===== config.mk =====
export PLATFORM = sky130hd
export DESIGN_NAME = frame_min_max_rms_stats
export DESIGN_NICKNAME = d
export VERILOG_FILES = /design/src/sv/fmmrs_pkg.sv /design/src/sv/fmmrs_csub.sv /design/src/sv/frame_min_max_rms_stats.sv
export SDC_FILE = /design/constraint.sdc
export NUM_CORES = 1
export LEC_CHECK = 0
export BUFFER_PORTS_ARGS = -buffer_cell sky130_fd_sc_hd__buf_2
export CAP_MARGIN = 20
export CORE_UTILIZATION = 60
export CTS_BUF_LIST = sky130_fd_sc_hd__clkbuf_16
export DETAILED_ROUTE_END_ITERATION = 8
export HOLD_SLACK_MARGIN = 0.12
export PLACE_DENSITY_LB_ADDON = 0.15
export SYNTH_ARGS = -nofsm -noshare
export SYNTH_HDL_FRONTEND = slang
export SYNTH_SLANG_ARGS = --single-unit

===== constraint.sdc =====
create_clock -name clk -period 7.89 [get_ports clk]
set_clock_uncertainty 0.2 [all_clocks]
set_input_delay 0.789 -clock clk [delete_from_list [all_inputs] [get_ports clk]]
set_output_delay 0.789 -clock clk [all_outputs]
set_load 0.1 [all_outputs]

===== src/sv/fmmrs_pkg.sv =====
// Shared types and constants for the frame min/max/rms statistics block.
package fmmrs_pkg;

  // Sequencer states of the top level.
  typedef enum logic [2:0] {
    ST_IDLE,
    ST_MUL,
    ST_ACC,
    ST_MEAN,
    ST_SQRT,
    ST_OUT
  } state_t;

  // The square root resolves one result bit per step.
  localparam int STEPS  = 16;
  localparam int STEP_W = 4;

  // Field widths of the stream payloads.
  localparam int CODE_W   = 10;
  localparam int SAMPLE_W = 16;
  localparam int POS_W    = 7;
  localparam int RMS_W    = 15;
  localparam int FID_W    = 32;
  localparam int SQ_W     = 31;
  localparam int ROOT_W   = 32;

  localparam int IN_TDATA_W  = 16;
  localparam int OUT_TDATA_W = 112;

  // The mean square is taken in units of 2^15, and the rms operand is the saturated mean
  // shifted back up by the same amount.
  localparam int MEAN_SHIFT = 15;

endpackage


===== src/sv/fmmrs_csub.sv =====
// Shared compare-and-subtract unit used by the square root steps.
module fmmrs_csub #(
  parameter int W = 48
) (
  input  logic [W-1:0] a,
  input  logic [W-1:0] b,
  output logic [W-1:0] diff,
  output logic         ge
);

  logic [W:0] wide;

  // The borrow out of the extended subtraction tells whether a is below b.
  assign wide = {1'b0, a} - {1'b0, b};
  assign diff = wide[W-1:0];
  assign ge   = ~wide[W];

endmodule


===== src/sv/frame_min_max_rms_stats.sv =====
// Top level of the frame min/max/rms statistics block.
// An accepted item passes through ST_MUL and ST_ACC to ST_OUT, where its result is
// registered; the item that closes a frame first passes ST_MEAN and 16 square root steps.
// The sequencer, with its single compare-and-subtract unit, takes no new item until it
// is back in ST_IDLE, and a held result blocks the next item.
// Reset (rst_n low, synchronous) clears the sequencer, statistics, frame counter,
// quant_mode and the output valid flag.
module frame_min_max_rms_stats #(
  parameter int FRAME_LEN = 128
) (
  input  logic                                 clk,
  input  logic                                 rst_n,
  // Configuration: bit 0 is quant_mode.
  input  logic                                 cfg_we,
  input  logic                                 cfg_wdata,
  // Input stream. tdata: adc_code [9:0], zero fill [15:10].
  input  logic                                 in_tvalid,
  output logic                                 in_tready,
  input  logic [fmmrs_pkg::IN_TDATA_W-1:0]     in_tdata,
  // Result stream. tdata: sample_q15 [15:0], max_value [31:16], max_index [38:32],
  // min_value [54:39], min_index [61:55], rms_value [76:62], frame_id [108:77],
  // zero fill [111:109]. tlast is frame_last.
  output logic                                 out_tvalid,
  input  logic                                 out_tready,
  output logic [fmmrs_pkg::OUT_TDATA_W-1:0]    out_tdata,
  output logic                                 out_tlast
);

  // The square sum must hold FRAME_LEN squares of at most 2^30 each.
  localparam int SUM_W = fmmrs_pkg::SQ_W + $clog2(FRAME_LEN);
  // The mean square is floor(floor(sum / 2^15) / FRAME_LEN). The division by the frame
  // length is a multiply by the rounded-up reciprocal and a shift, which is exact for
  // every numerator of MEAN_NUM_W bits.
  localparam int MEAN_NUM_W = SUM_W - fmmrs_pkg::MEAN_SHIFT;
  localparam int LOG_FL     = $clog2(FRAME_LEN);
  localparam int RECIP_W    = MEAN_NUM_W + 1;
  localparam int PROD_W     = MEAN_NUM_W + RECIP_W;
  localparam int QUOT_LSB   = MEAN_NUM_W + LOG_FL;
  localparam longint unsigned RECIP_FULL =
    ((longint'(1) << QUOT_LSB) + longint'(FRAME_LEN) - 1) / longint'(FRAME_LEN);
  localparam logic [RECIP_W-1:0] RECIP = RECIP_W'(RECIP_FULL);
  // Sample counter is at least as wide as the reported positions.
  localparam int CNT_W = ($clog2(FRAME_LEN) > fmmrs_pkg::POS_W) ?
                         $clog2(FRAME_LEN) : fmmrs_pkg::POS_W;
  localparam logic [CNT_W-1:0] LAST_CNT = CNT_W'(FRAME_LEN - 1);
  localparam logic [fmmrs_pkg::ROOT_W-1:0] BIT_INIT = fmmrs_pkg::ROOT_W'(1) << 30;
  localparam logic [fmmrs_pkg::STEP_W-1:0] LAST_STEP =
    fmmrs_pkg::STEP_W'(fmmrs_pkg::STEPS - 1);

  fmmrs_pkg::state_t state_r, state_nxt;

  logic                                  quant_mode_r;
  logic signed [fmmrs_pkg::SAMPLE_W-1:0] s_r;
  logic signed [fmmrs_pkg::SAMPLE_W-1:0] s_in;
  logic [fmmrs_pkg::SQ_W-1:0]            sq_r;
  logic signed [2*fmmrs_pkg::SAMPLE_W-1:0] sq_full;
  logic [CNT_W-1:0]                      count_r;
  logic                                  last_r;
  logic signed [fmmrs_pkg::SAMPLE_W-1:0] max_r, min_r;
  logic [fmmrs_pkg::POS_W-1:0]           max_pos_r, min_pos_r;
  logic [SUM_W-1:0]                      sum_r;
  logic [SUM_W-1:0]                      frame_sum;
  logic [fmmrs_pkg::FID_W-1:0]           frame_cnt_r;
  logic [fmmrs_pkg::FID_W-1:0]           fid_next;
  logic [fmmrs_pkg::STEP_W-1:0]          step_r;
  logic [MEAN_NUM_W-1:0]                 mean_num_r;
  logic [PROD_W-1:0]                     mean_prod;
  logic [fmmrs_pkg::RMS_W:0]             mean_q;
  logic [fmmrs_pkg::ROOT_W-1:0]          x_r, root_r, bit_r, trial;
  logic [fmmrs_pkg::RMS_W-1:0]           mean_sat;

  logic [fmmrs_pkg::ROOT_W-1:0] cs_diff;
  logic                         cs_ge;

  logic                                  out_valid_r;
  logic [fmmrs_pkg::OUT_TDATA_W-1:0]     out_data_r;
  logic                                  out_last_r;

  logic in_acc;
  logic out_free;
  logic out_load;

  // Centering and scaling reduce to flipping the code's top bit and placing it in q15:
  // fine mode keeps all ten bits, coarse mode keeps the top four.
  always_comb begin
    if (quant_mode_r) begin
      s_in = {~in_tdata[9], in_tdata[8:6], 12'd0};
    end else begin
      s_in = {~in_tdata[9], in_tdata[8:0], 6'd0};
    end
  end

  assign sq_full   = s_r * s_r;
  assign frame_sum = sum_r + SUM_W'(sq_r);
  assign fid_next  = frame_cnt_r + fmmrs_pkg::FID_W'(1);
  assign trial     = root_r + bit_r;

  // Mean square of the frame, saturated to the 15-bit rms operand range.
  assign mean_prod = mean_num_r * RECIP;
  assign mean_q    = mean_prod[QUOT_LSB +: fmmrs_pkg::RMS_W + 1];
  assign mean_sat  = mean_q[fmmrs_pkg::RMS_W] ? {fmmrs_pkg::RMS_W{1'b1}} :
                     mean_q[fmmrs_pkg::RMS_W-1:0];

  // The one compare-and-subtract unit, stepped through the square root.
  fmmrs_csub #(.W(fmmrs_pkg::ROOT_W)) u_csub (
    .a    (x_r),
    .b    (trial),
    .diff (cs_diff),
    .ge   (cs_ge)
  );

  // Next state.
  always_comb begin
    state_nxt = state_r;
    case (state_r)
      fmmrs_pkg::ST_IDLE: begin
        if (in_tvalid) begin
          state_nxt = fmmrs_pkg::ST_MUL;
        end
      end
      fmmrs_pkg::ST_MUL: state_nxt = fmmrs_pkg::ST_ACC;
      fmmrs_pkg::ST_ACC: begin
        state_nxt = last_r ? fmmrs_pkg::ST_MEAN : fmmrs_pkg::ST_OUT;
      end
      fmmrs_pkg::ST_MEAN: state_nxt = fmmrs_pkg::ST_SQRT;
      fmmrs_pkg::ST_SQRT: begin
        if (step_r == LAST_STEP) begin
          state_nxt = fmmrs_pkg::ST_OUT;
        end
      end
      fmmrs_pkg::ST_OUT: begin
        if (out_free) begin
          state_nxt = fmmrs_pkg::ST_IDLE;
        end
      end
      default: state_nxt = fmmrs_pkg::ST_IDLE;
    endcase
  end

  // Sequencer outputs.
  assign out_free = ~out_valid_r | out_tready;
  always_comb begin
    in_tready = 1'b0;
    out_load  = 1'b0;
    case (state_r)
      fmmrs_pkg::ST_IDLE: in_tready = 1'b1;
      fmmrs_pkg::ST_OUT:  out_load  = out_free;
      default: begin
        in_tready = 1'b0;
        out_load  = 1'b0;
      end
    endcase
  end

  assign in_acc = in_tvalid & in_tready;

  always_ff @(posedge clk) begin
    if (!rst_n) begin
      state_r <= fmmrs_pkg::ST_IDLE;
    end else begin
      state_r <= state_nxt;
    end
  end

  always_ff @(posedge clk) begin
    if (!rst_n) begin
      quant_mode_r <= 1'b0;
    end else if (cfg_we) begin
      quant_mode_r <= cfg_wdata;
    end
  end

  // Item registers and squaring.
  always_ff @(posedge clk) begin
    if (in_acc) begin
      s_r <= s_in;
    end
    if (state_r == fmmrs_pkg::ST_MUL) begin
      sq_r <= sq_full[fmmrs_pkg::SQ_W-1:0];
    end
  end

  // Running statistics. The first sample of a frame loads both extremes; ties keep
  // the earlier position.
  always_ff @(posedge clk) begin
    if (!rst_n) begin
      count_r     <= '0;
      last_r      <= 1'b0;
      max_r       <= '0;
      min_r       <= '0;
      max_pos_r   <= '0;
      min_pos_r   <= '0;
      sum_r       <= '0;
      frame_cnt_r <= '0;
    end else begin
      if (state_r == fmmrs_pkg::ST_MUL) begin
        last_r <= (count_r == LAST_CNT);
        if (count_r == '0) begin
          max_r     <= s_r;
          min_r     <= s_r;
          max_pos_r <= '0;
          min_pos_r <= '0;
        end else begin
          if (s_r > max_r) begin
            max_r     <= s_r;
            max_pos_r <= count_r[fmmrs_pkg::POS_W-1:0];
          end
          if (s_r < min_r) begin
            min_r     <= s_r;
            min_pos_r <= count_r[fmmrs_pkg::POS_W-1:0];
          end
        end
      end
      if (state_r == fmmrs_pkg::ST_ACC) begin
        sum_r   <= frame_sum;
        count_r <= count_r + 1'b1;
      end
      if (out_load && last_r) begin
        count_r     <= '0;
        max_r       <= '0;
        min_r       <= '0;
        max_pos_r   <= '0;
        min_pos_r   <= '0;
        sum_r       <= '0;
        frame_cnt_r <= fid_next;
      end
    end
  end

  // Square root step counter.
  always_ff @(posedge clk) begin
    if (!rst_n) begin
      step_r <= '0;
    end else if (state_r == fmmrs_pkg::ST_SQRT) begin
      step_r <= step_r + 1'b1;
    end else begin
      step_r <= '0;
    end
  end

  // Mean and square root datapath. The root starts from its top bit every time; the
  // leading steps simply leave a small operand untouched.
  always_ff @(posedge clk) begin
    case (state_r)
      fmmrs_pkg::ST_ACC: begin
        mean_num_r <= frame_sum[SUM_W-1:fmmrs_pkg::MEAN_SHIFT];
      end
      fmmrs_pkg::ST_MEAN: begin
        x_r    <= fmmrs_pkg::ROOT_W'(mean_sat) << fmmrs_pkg::MEAN_SHIFT;
        root_r <= '0;
        bit_r  <= BIT_INIT;
      end
      fmmrs_pkg::ST_SQRT: begin
        if (cs_ge) begin
          x_r    <= cs_diff;
          root_r <= (root_r >> 1) + bit_r;
        end else begin
          root_r <= root_r >> 1;
        end
        bit_r <= bit_r >> 2;
      end
      default: begin
      end
    endcase
  end

  // Output register: it holds a finished result while the next item is taken.
  always_ff @(posedge clk) begin
    if (!rst_n) begin
      out_valid_r <= 1'b0;
    end else if (out_load) begin
      out_valid_r <= 1'b1;
    end else if (out_tready) begin
      out_valid_r <= 1'b0;
    end
  end

  always_ff @(posedge clk) begin
    if (out_load) begin
      out_last_r <= last_r;
      out_data_r <= last_r ?
        {3'b000, fid_next, root_r[fmmrs_pkg::RMS_W-1:0], min_pos_r, min_r,
         max_pos_r, max_r, s_r} :
        {{(fmmrs_pkg::OUT_TDATA_W - fmmrs_pkg::SAMPLE_W){1'b0}}, s_r};
    end
  end

  assign out_tvalid = out_valid_r;
  assign out_tdata  = out_data_r;
  assign out_tlast  = out_last_r;

  // Items are taken only by an idle sequencer.
  a_accept_idle: assert property (@(posedge clk) disable iff (!rst_n)
    in_tvalid && in_tready |-> state_r == fmmrs_pkg::ST_IDLE)
    else $error("item accepted while sequencer busy");

  // A frame-closing result leaves the statistics cleared for the next frame.
  a_frame_clear: assert property (@(posedge clk) disable iff (!rst_n)
    out_load && last_r |=> count_r == '0 && sum_r == '0)
    else $error("statistics not cleared after frame end");

  // Ordinary items carry no statistics.
  a_plain_zero: assert property (@(posedge clk) disable iff (!rst_n)
    out_tvalid && !out_tlast |-> out_tdata[108:16] == '0)
    else $error("statistics fields set on a non-final item");

  // The square root phase always starts from step zero.
  a_sqrt_start: assert property (@(posedge clk) disable iff (!rst_n)
    state_r == fmmrs_pkg::ST_MEAN |=> state_r == fmmrs_pkg::ST_SQRT && step_r == '0)
    else $error("square root step counter not reset");

  // A frame end passes through exactly sixteen square root steps before output.
  a_sqrt_len: assert property (@(posedge clk) disable iff (!rst_n)
    state_r == fmmrs_pkg::ST_SQRT && step_r == LAST_STEP |=>
    state_r == fmmrs_pkg::ST_OUT)
    else $error("square root phase length wrong");

endmodule


======== Word-level counts from Yosys, hierarchy flattened ========
Index checks and enable logic that the tools add are counted.
W data, S select, Z words.
cells by class
  $add $sub $neg .......................... 7
  multiply operators ...................... 1
  $lt $le $gt $ge ......................... 2
  eq/ne operators ......................... 11
  muxes and demuxes ....................... 23
  bitwise logic cells ..................... 5
  reduce and logical (&&, ||, !) cells .... 13
operators with widths
  kind                     number
  $pmux W32 S2             3
  $mux W16                 4
  $mux W32                 2
  $add A38 B31 Y38         1
  $sub A32 B32 Y33         1
  $add A31 B32 Y32         1
  $add A32 B1 Y32 const B  1
  $add A32 B32 Y32         1
  $mul A16 B16 Y31         1
  $mux W7                  4
  $pmux W3 S6              1
  $gt A16 B16 Y1           1
  $lt A16 B16 Y1           1
  $mux W15                 1
  $mux W3                  4
  $ne A2 B2 Y1 const B     4
  $reduce_and A2 Y1        4
  $reduce_bool A2 Y1       4
  $add A7 B1 Y7 const B    1
  $eq A7 B7 Y1 const B     1
  $logic_not A7 Y1         1
  $eq A3 B2 Y1 const B     2
  $eq A3 B3 Y1 const B     2
  $add A4 B1 Y4 const B    1
  other kinds (10)         15
word-level totals
  bits in registers ....................... 409
  input bits .............................. 22
  output and inout bits ................... 115
  word-level logic and storage cells ...... 84

======== Longest topological paths before layout ========
Gate-level depths: netlist (run 1).
  depth in word-level cells ............... 5
  mapped depth ............................ 22
  depth with buffers taken out ............ 21

======== Modules after synthesis ========
Synthesis (run 1) repeated with hierarchy kept, for this count alone.
unflattened totals
  cells, all modules ...................... 2259
  area total of the unflattened synthesis .. 21907.3 µm²
modules (own cells, without submodules)
  module                   instances  cells each  area an instance (µm²)  seq. area each (µm²)
  frame_min_max_rms_stats  1          1982        20048.0                 8668.3
  fmmrs_csub               1          277         1859.3                  0.0

======== Worst setup path before layout (run 1) ========
OpenSTA, ideal clock, no wires.
  path kind ............................... register to register
  from .................................... reg s_r[15] (netlist bit)
  to ...................................... reg sq_r[29] (netlist bit), data pin
  setup time .............................. 258 ps
  data arrival time ....................... 5474 ps
  required time ........................... 7432 ps
  slack ................................... 1959 ps
  stages on the path, launching flop included .. 20
  buffers on the path ..................... 2
  period minus slack after synthesis ...... 5931 ps
  path through ............................ edfxtp_1 > clkbuf_1 > clkbuf_1 > nand2_1 > fa_1 > fa_1 > fa_1 > fa_1 > fa_1 > inv_1 > ha_1 > ha_1 > nand2_1 > nand2_1 > a31o_2 > a41oi_1 > a21oi_1 > a21o_1 > a21oi_1 > xnor2_1
between the ends
  cells in the longest elaborated chain, start to end .. 1
RTL lines
  what                      RTL line                        RTL
  start: declaration        frame_min_max_rms_stats.sv:53   logic signed [fmmrs_pkg::SAMPLE_W-1:0] s_r;
  start signal: assignment  frame_min_max_rms_stats.sv:176  s_r <= s_in;
  $mul A16 B16 Y31          frame_min_max_rms_stats.sv:93   assign sq_full = s_r * s_r;
  via sq_full (one bit)     frame_min_max_rms_stats.sv:56   logic signed [2*fmmrs_pkg::SAMPLE_W-1:0] sq_full;
  end signal: assignment    frame_min_max_rms_stats.sv:179  sq_r <= sq_full[fmmrs_pkg::SQ_W-1:0];
  end: declaration          frame_min_max_rms_stats.sv:55   logic [fmmrs_pkg::SQ_W-1:0] sq_r;
The timed path passes the listed nets, and every way through them passes these cells.
A chain may end at the register's enable or synchronous reset.

======== Final worst setup path (run 1) ========
  from .................................... reg s_r[9] (netlist bit)
  to ...................................... reg sq_r[30] (netlist bit), data pin
Same word-level chain as after synthesis.

==> results.yml, run 1 <==
run_status:
  status: "finished, final reports clean"
timing:
  rsz0062_at_grt: "no"
  tns_ns: 0
  max_freq_mhz: 158.1
  setup_violations: 0
  period_share_pct: 80.16
  layout_min_cycle_time_ns: 6.324
  hold_viol: 0
  maxSlewViolCount: 0
  slew_headroom_pct: 32.44
  tightestPinTransition_ns: 1.010
place:
  portBuffers: 109
  place_hpwl_mm: 28.92
  gp_congestion: 0.9037
global_routing:
  overflow: 0
  grt_pass1_vias: 14720
  antenna_found_initial: 0
  grt_pass1_wl_mm: 68.66
  grt_max_degree: 68
  grt.total_usage_pct: 23.11
yosys:
  synth_area_um2: 21190
  async_flop_share_pct: 0
  netlist_instances: 2101
  ys_ff_latch: 325
  synth.area.top_cells: "edfxtp_1, dfxtp_1, ha_1, fa_1, xnor2_1"
  synth_top_area_share_pct: 30.62
  yosysSeqAreaShare_pct: 40.92
  ys_warn_count: 0
  yosysTopAreaCell: "edfxtp_1"
  ys_types: 70
  synth_ff_type: "edfxtp_1"
  synth_area_per_cell_um2: 10.08
  synth_edf_count: 216
routing:
  first_iter_violations: 649
  ant_nets: 0
  drc_errors: 0
  routedWlPerCell_um: 15.25
  drt_pre_antenna_iters: 5
  vias: 14750
  wl_mm: 40.56
  drt-vias-per-instance: 5.545
worst_setup_path:
  critical_path_required_ns: 7.97
  worstSetupStartpointType: "register"
  crit_type: "reg2reg"
  crit_arrival_ns: 6.41
  crit_path_end_kind: "register"
  path_max_fanout: 14
finish:
  mostFrequentLayoutCells: "edfxtp_1, nand2_1, inv_1, ha_1, nor2_1"
  syn_to_final_growth_pct: 9.373
  layout_commonest_cell: "edfxtp_1"
  antennaDiodeCount: 0
  nFillCells: 2708
  nets: 2450
  layout-drive-gt1-share_pct: 9.433
cts:
  root_buffer: "clkbuf_16"
  cts.clk_slew.worst_paths_ns: 0.06
  cts_setup_buffers: 0
  cts_made_buffers: 37
  hold_buffers: 0
  cts-resized-gates: 0
  cts.htree.levels: 2
  clock_path_buffers: 3
  worstSkewPairLatency_ns: 0.55
  clock-sinks: 325
  cts_tree: "yes"
floorplanning:
  die_y_um: 189.9
  dieArea_um2: 36060
  rows: 68
  chipWidth_um: 189.9
  start_util_pct: 61.18
  io_pins: 137
  core-area_um2: 34630
worst_hold_path:
  hold_path.class: "in2reg"
flow_run:
  max_cap_violations: 0
-- kinds of logic (layout without fill, tap and decap cells) --
group	after synthesis	after routing	share of synthesized area, %
buffers and inverters	264	348	5.180
other	1	21	0.01770
AND/OR/NAND/NOR	682	682	15.96
flip-flops	325	325	40.92
multiplexers	40	40	1.902
AO/OA/AOI/OAI	354	354	10.76
XOR/XNOR	186	186	7.690
adder cells (fa/ha/maj)	249	249	17.58
-- worst max-delay path: stages, from the launching register on --
cell and delay (ns):
edfxtp_1 0.72, inv_1 0.31, fa_1 0.56, fa_1 0.51
inv_1 0.05, fa_1 0.47, inv_1 0.06, fa_1 0.51
fa_1 0.54, inv_1 0.04, ha_1 0.29, ha_1 0.34
a21oi_1 0.14, o21bai_1 0.10, a21oi_1 0.18, o21ai_0 0.15
a41oi_1 0.31, a21oi_1 0.15, a21o_1 0.20, a21oi_1 0.16
xnor2_1 0.08
-- final timing paths --
| path | start | to | slack, ns | cells after the start |
|---|---|---|---|---|
| max | s_r[9]$_SDFFCE_PP0P_ | sq_r[30]$_DFFE_PP_ | 1.57 | 20 |
| min | in_tdata[6] | s_r[12]$_DFFE_PP_ | 0.22 | 1 |
| min reg2reg | step_r[0]$_SDFF_PN0_ | step_r[0]$_SDFF_PN0_ | 0.25 | 1 |
| max reg2reg | s_r[9]$_SDFFCE_PP0P_ | sq_r[30]$_DFFE_PP_ | 1.57 | 20 |
-- through the flow --
stage | utilization [%] | cell area (um^2) | hold WS, ns | std cells | setup WS (ns)
CTS | 66.86 | 23150 | 0.1950 | 2659 | 1.541
global route | 66.91 | 23170 | 0.1944 | 2660 | 1.199
detailed placement | 63.50 | 21990 | 0.2353 | 2594 | 1.566
floorplan | - | 21260 | 0.2175 | 2121 | 1.959
finish | 66.91 | 23170 | 0.2152 | 2660 | 1.566
global placement | 63.50 | 21990 | 0.2312 | 2594 | 1.650
-- synth_stat cells, drive strengths merged (31+ instances only) --
cell and count:
edfxtp 216, nand2 176, ha 168, inv 162
nor2 158, and2 118, dfxtp 109, xnor2 100
a21oi 92, o21ai 90, xor2 86, fa 81
clkbuf 64, mux2i 38, a21o 37, buf 37
nand3 35, nor3 35, and3 34, nor2b 31
-- state kept, by name (all words and copies together) (netlist names), 3 cells and up --
signal and flops:
max_r 10, mean_num_r 16, sq_r 18, bit_r 16
state_r 3, count_r 7, step_r 4, x_r 32
out_tdata 91, max_pos_r 7, root_r 32, frame_cnt_r 32
sum_r 26, min_pos_r 7, s_r 10, min_r 10
-- cell type report --
| type | count | area (um^2) | area share [%] |
|---|---|---|---|
| Sequential cell | 325 | 8670 | 37.42 |
| Inverter | 163 | 611.8 | 2.641 |
| Multi-Input combinational cell | 1532 | 11520 | 49.71 |
| Clock inverter | 27 | 210.2 | 0.9072 |
| Timing Repair Buffer | 120 | 640.6 | 2.765 |
| Clock buffer | 38 | 950.9 | 4.104 |
| Tap cell | 455 | 569.3 | 2.457 |
-- metal layers --
metal  wire length [um]  vias up  share of wire, %  GRT usage, %
li1                   -     7370                 -             -
met1              17750     7043                44         29.06
met2              20430      281                50         41.21
met3               1582       56               3.9         3.210
met4                789        0               1.9         6.669
met5                  0        -                 0             0
Power of run 1 is not shown: default switching activity piles up to over one toggle a cycle in this logic, so the estimate is an artifact.
==> inputs of run 2 (changes only) <==
clock period = 6.4 ns   (was 7.89 ns; I/O delays follow)
==> results.yml, run 2 (same netlist as run 1, synthesis figures left out) <==
routing:
  wl_mm: 41.89
  first_iter_violations: 673
  ant_nets: 0
  drt_pre_antenna_iters: 5
  drt-vias-per-instance: 5.543
  vias: 14850
  drc_errors: 0
  routedWlPerCell_um: 15.64
finish:
  layout_commonest_cell: "edfxtp_1"
  final_cell_area_um2: 23330
  nets: 2468
  mostFrequentLayoutCells: "edfxtp_1, nand2_1, inv_1"
  syn_to_final_growth_pct: 10.13
  nFillCells: 2698
  antennaDiodeCount: 0
  largest_reg_flops: 91
  layout-drive-gt1-share_pct: 9.712
  final_cells: 2679
worst_setup_path:
  crit_type: "reg2reg"
  path_max_fanout: 18
  timing.rr.start: "s_r[15]$_DFFE_PP_"
  worstSetupStartpointType: "register"
  cpPeakStageDelay_ns: 0.67
  crit_chain: "buf_4, xnor2_1, ha_1, inv_1, fa_1, inv_1, fa_1, fa_1, inv_1, fa_1, inv_1, ha_1, ha_1, a21oi_1, o21ai_0, a41oi_1, a21oi_1, a21o_1, a21oi_1, xnor2_1"
  reg2regPathDepth: 20
  critical_path_required_ns: 6.48
  cp_slowest_cell: "edfxtp_1"
  crit_arrival_ns: 6.08
  crit_path_end_kind: "register"
  crit_start: "s_r[15]$_DFFE_PP_"
timing:
  layout_min_cycle_time_ns: 6.001
  max_freq_mhz: 166.6
  tightestPinTransition_ns: 1.013
  holdWs_ns: 0.1791
  rsz0062_at_grt: "no"
  slew_headroom_pct: 32.27
  period_share_pct: 93.77
  tns_ns: 0
  maxSlewViolCount: 0
  hold_viol: 0
  setup_violations: 0
worst_hold_path:
  min_from: "in_tvalid"
  hold_depth: 3
  hold_path.class: "in2reg"
place:
  gp_congestion: 0.9167
  place_hpwl_mm: 29.89
  placed_area_um2: 22110
  dp.cells: 2608
  portBuffers: 109
floorplanning:
  die_y_um: 189.9
  rows: 68
  dieArea_um2: 36060
  start_util_pct: 61.18
  core-area_um2: 34630
  io_pins: 137
  chipWidth_um: 189.9
cts:
  clock_path_buffers: 3
  cts_setup_buffers: 0
  cts_made_buffers: 37
  root_buffer: "clkbuf_16"
  cts-resized-gates: 0
  clock-sinks: 325
  cts_tree: "yes"
  cts.htree.levels: 2
  worstSkewPairLatency_ns: 0.54
  cts.clk_slew.worst_paths_ns: 0.06
run_status:
  status: "finished, final reports clean"
global_routing:
  grt_max_degree: 68
  antenna_found_initial: 0
  grt.total_usage_pct: 23.73
  overflow: 0
  grt_pass1_vias: 14950
  grt_pass1_wl_mm: 70.23
flow_run:
  max_cap_violations: 0
==> run 2: changes by cell type in the layout (fill, tap and decap cells not counted), sizes merged <==
| cell | delta |
|---|---|
| buf | +14 |
| dlygate4sd3 | +4 |
| clkinv | -3 |
| inv | +2 |
| clkbuf | +1 |
| clkinvlp | +1 |
==> run 2: stage by stage <==
stage	utilization, %	worst slack [ns]
floorplan	-	0.4689
global placement	63.84	0.5091
detailed placement	63.84	0.4272
CTS	67.35	0.3878
global route	67.38	0.1105
finish	67.38	0.3989
==> run 2: repair_timing <==
| action | CTS | global route |
|---|---|---|
| endpoints found under the hold margin | 4 | 0 |
| endpoints found under the setup margin | 0 | 0 |
| hold buffers | 4 | 0 |
==> run 2: area by class of cell <==
| type | count | area (um^2) | area share [%] |
|---|---|---|---|
| clock buffers | 39 | 975.9 | 4.183 |
| clock inverters | 27 | 200.2 | 0.8580 |
| inverters | 163 | 611.8 | 2.622 |
| multi-input cells | 1532 | 11520 | 49.37 |
| flip-flops and latches | 325 | 8670 | 37.16 |
| well taps | 455 | 569.3 | 2.440 |
| repair buffers | 138 | 785.8 | 3.368 |
==> run 2: final timing paths <==
kind,end,slack [ns]
worst max-delay path,sq_r[30]$_DFFE_PP_,0.40
worst min-delay path,state_r[2]$_SDFFE_PN0P_,0.18
worst max register to register,sq_r[30]$_DFFE_PP_,0.40
worst min register to register,sum_r[28]$_SDFFE_PP0N_,0.26
==> run 2: critical path, delay by kind of cell, from the launching register on <==
kind | cells | cell delay, ns
adder cells (fa/ha/maj) | 7 | 3.03
AO/OA/AOI/OAI | 6 | 1.18
flip-flops | 1 | 0.67
buffers and inverters | 5 | 0.49
XOR/XNOR | 2 | 0.17
==> run 2: routing by layer <==
| metal | vias up | share of wire (%) | wire length, um | GRT usage (%) |
|---|---|---|---|---|
| met5 | - | 0 | 0 | 0 |
| met4 | 0 | 2.2 | 934 | 7.010 |
| met3 | 67 | 3.5 | 1456 | 2.841 |
| met2 | 266 | 50 | 21110 | 42.67 |
| met1 | 7112 | 44 | 18390 | 29.77 |
| li1 | 7404 | - | - | - |
Power of run 2 is left out for the same reason.
==> inputs of run 3 (changes only) <==
SLEW_MARGIN = 20   (was default)
clock period = 7.1 ns   (was 6.4 ns; I/O delays follow)
==> results.yml, run 3 (same netlist as run 1, synthesis figures left out) <==
worst_setup_path:
  cp_slowest_cell: "edfxtp_1"
  r2r_slack_ns: 0.81
  crit_start: "s_r[15]$_DFFE_PP_"
  timing.rr.start: "s_r[15]$_DFFE_PP_"
  crit_type: "reg2reg"
  worstSetupStartpointType: "register"
  reg2regPathDepth: 18
  cpPeakStageDelay_ns: 1.01
  crit_arrival_ns: 6.36
  cpMostUsedCell: "fa_1"
  crit_path_end_kind: "register"
  crit_chain: "nand2_1, inv_1, fa_1, inv_1, fa_1, fa_1, fa_1, fa_1, inv_1, ha_1, ha_1, nand3_1, nand2_1, a41oi_1, a21oi_1, a21o_1, a21oi_1, xnor2_1"
  critical_path_required_ns: 7.17
  path_max_fanout: 29
  r2r_end: "sq_r[29]$_DFFE_PP_"
worst_hold_path:
  hold_path.class: "in2reg"
  hold_depth: 1
  min_from: "in_tdata[7]"
  worstHoldEndpoint: "s_r[13]$_DFFE_PP_"
timing:
  period_share_pct: 88.56
  tightestPinTransition_ns: 1.024
  max_freq_mhz: 159.0
  hold_viol: 0
  holdWs_ns: 0.1586
  setup_violations: 0
  slew_headroom_pct: 31.47
  rsz0062_at_grt: "no"
  layout_min_cycle_time_ns: 6.288
  maxSlewViolCount: 0
  tns_ns: 0
global_routing:
  antenna_found_initial: 0
  use_met1_pct: 29.97
  grt_max_degree: 68
  grt_use_met3_pct: 2.878
  grt.busiest_layer: "met2"
  grt.total_usage_pct: 23.46
  overflow: 0
  grt_pass1_vias: 14770
  grt_use_met2_pct: 40.72
  grt_pass1_wl_mm: 69.72
cts:
  cts.clk_slew.worst_paths_ns: 0.06
  clock_path_buffers: 3
  cts_tree: "yes"
  cts-resized-gates: 0
  root_buffer: "clkbuf_16"
  worstSkewPairLatency_ns: 0.53
  cts_setup_buffers: 0
  hold_buffers: 0
  cts.htree.levels: 2
  cts_made_buffers: 37
  clock-sinks: 325
routing:
  first_iter_violations: 690
  wl_mm: 40.96
  drc_errors: 0
  routedWlPerCell_um: 15.36
  vias: 14870
  drt-vias-per-instance: 5.577
  ant_nets: 0
  drt_pre_antenna_iters: 5
floorplanning:
  io_pins: 137
  chipWidth_um: 189.9
  dieArea_um2: 36060
  core-area_um2: 34630
  start_util_pct: 61.18
  rows: 68
  die_y_um: 189.9
finish:
  syn_to_final_growth_pct: 9.302
  nFillCells: 2717
  largest_reg_flops: 91
  mostFrequentLayoutCells: "edfxtp_1, nand2_1, inv_1"
  layout_commonest_cell: "edfxtp_1"
  nets: 2454
  layout-drive-gt1-share_pct: 9.367
place:
  place_hpwl_mm: 29.14
  gp_congestion: 0.9101
  portBuffers: 109
flow_run:
  max_cap_violations: 0
run_status:
  status: "finished, final reports clean"
==> run 3: cell count changes in the layout (fill, tap and decap cells not counted), sizes merged <==
cell | before | now
clkinvlp | 1 | 2
clkinv | 13 | 14
dlygate4sd3 | 4 | 0
clkbuf | 39 | 37
diode | 0 | 1
buf | 134 | 124
==> run 3: worst max-delay path by stage <==
stage,endpoint,depth (start not counted),slack [ns]
6_report,sq_r[29]$_DFFE_PP_,18,0.81
2_1_floorplan,sq_r[29]$_DFFE_PP_,19,1.17
3_5_place_dp,sq_r[29]$_DFFE_PP_,18,0.79
4_1_cts,sq_r[29]$_DFFE_PP_,18,0.75
3_3_place_gp,sq_r[30]$_DFFE_PP_,18,0.89
5_1_grt,sq_r[29]$_DFFE_PP_,18,0.41
==> run 3: final cells by class <==
class	instances	area [um^2]	area share [%]
clock buffers	37	925.9	3.998
multi-input cells	1532	11520	49.77
clock inverters	29	195.2	0.8429
well taps	455	569.3	2.459
inverters	163	611.8	2.642
flip-flops and latches	325	8670	37.44
diodes	1	2.502	0.01081
repair buffers	124	658.1	2.842
==> run 3: layer usage <==
layer	wire, um	vias up
met3	1540	87
met4	1267	0
met1	18080	7105
li1	-	7376
met2	20070	301
met5	0	-
==> run 3: stage by stage <==
step	setup slack, ns	instances	util (%)	cell area (um^2)
after detailed placement	0.7898	2599	63.61	22030
after global placement	0.8898	2599	63.61	22030
after CTS	0.7495	2665	66.85	23150
final	0.8123	2666	66.87	23160
after floorplan	1.169	2121	-	21260
after global routing	0.4109	2665	66.86	23150
==> run 3: worst max-delay path, delay by kind of cell (launching register included) <==
kind,cells,cell delay [ns]
AND/OR/NAND/NOR,3,0.44
XOR/XNOR,1,0.09
flip-flops,1,1.01
buffers and inverters,3,0.37
AO/OA/AOI/OAI,4,0.74
adder cells (fa/ha/maj),7,3.17
Power of run 3 is left out for the same reason.
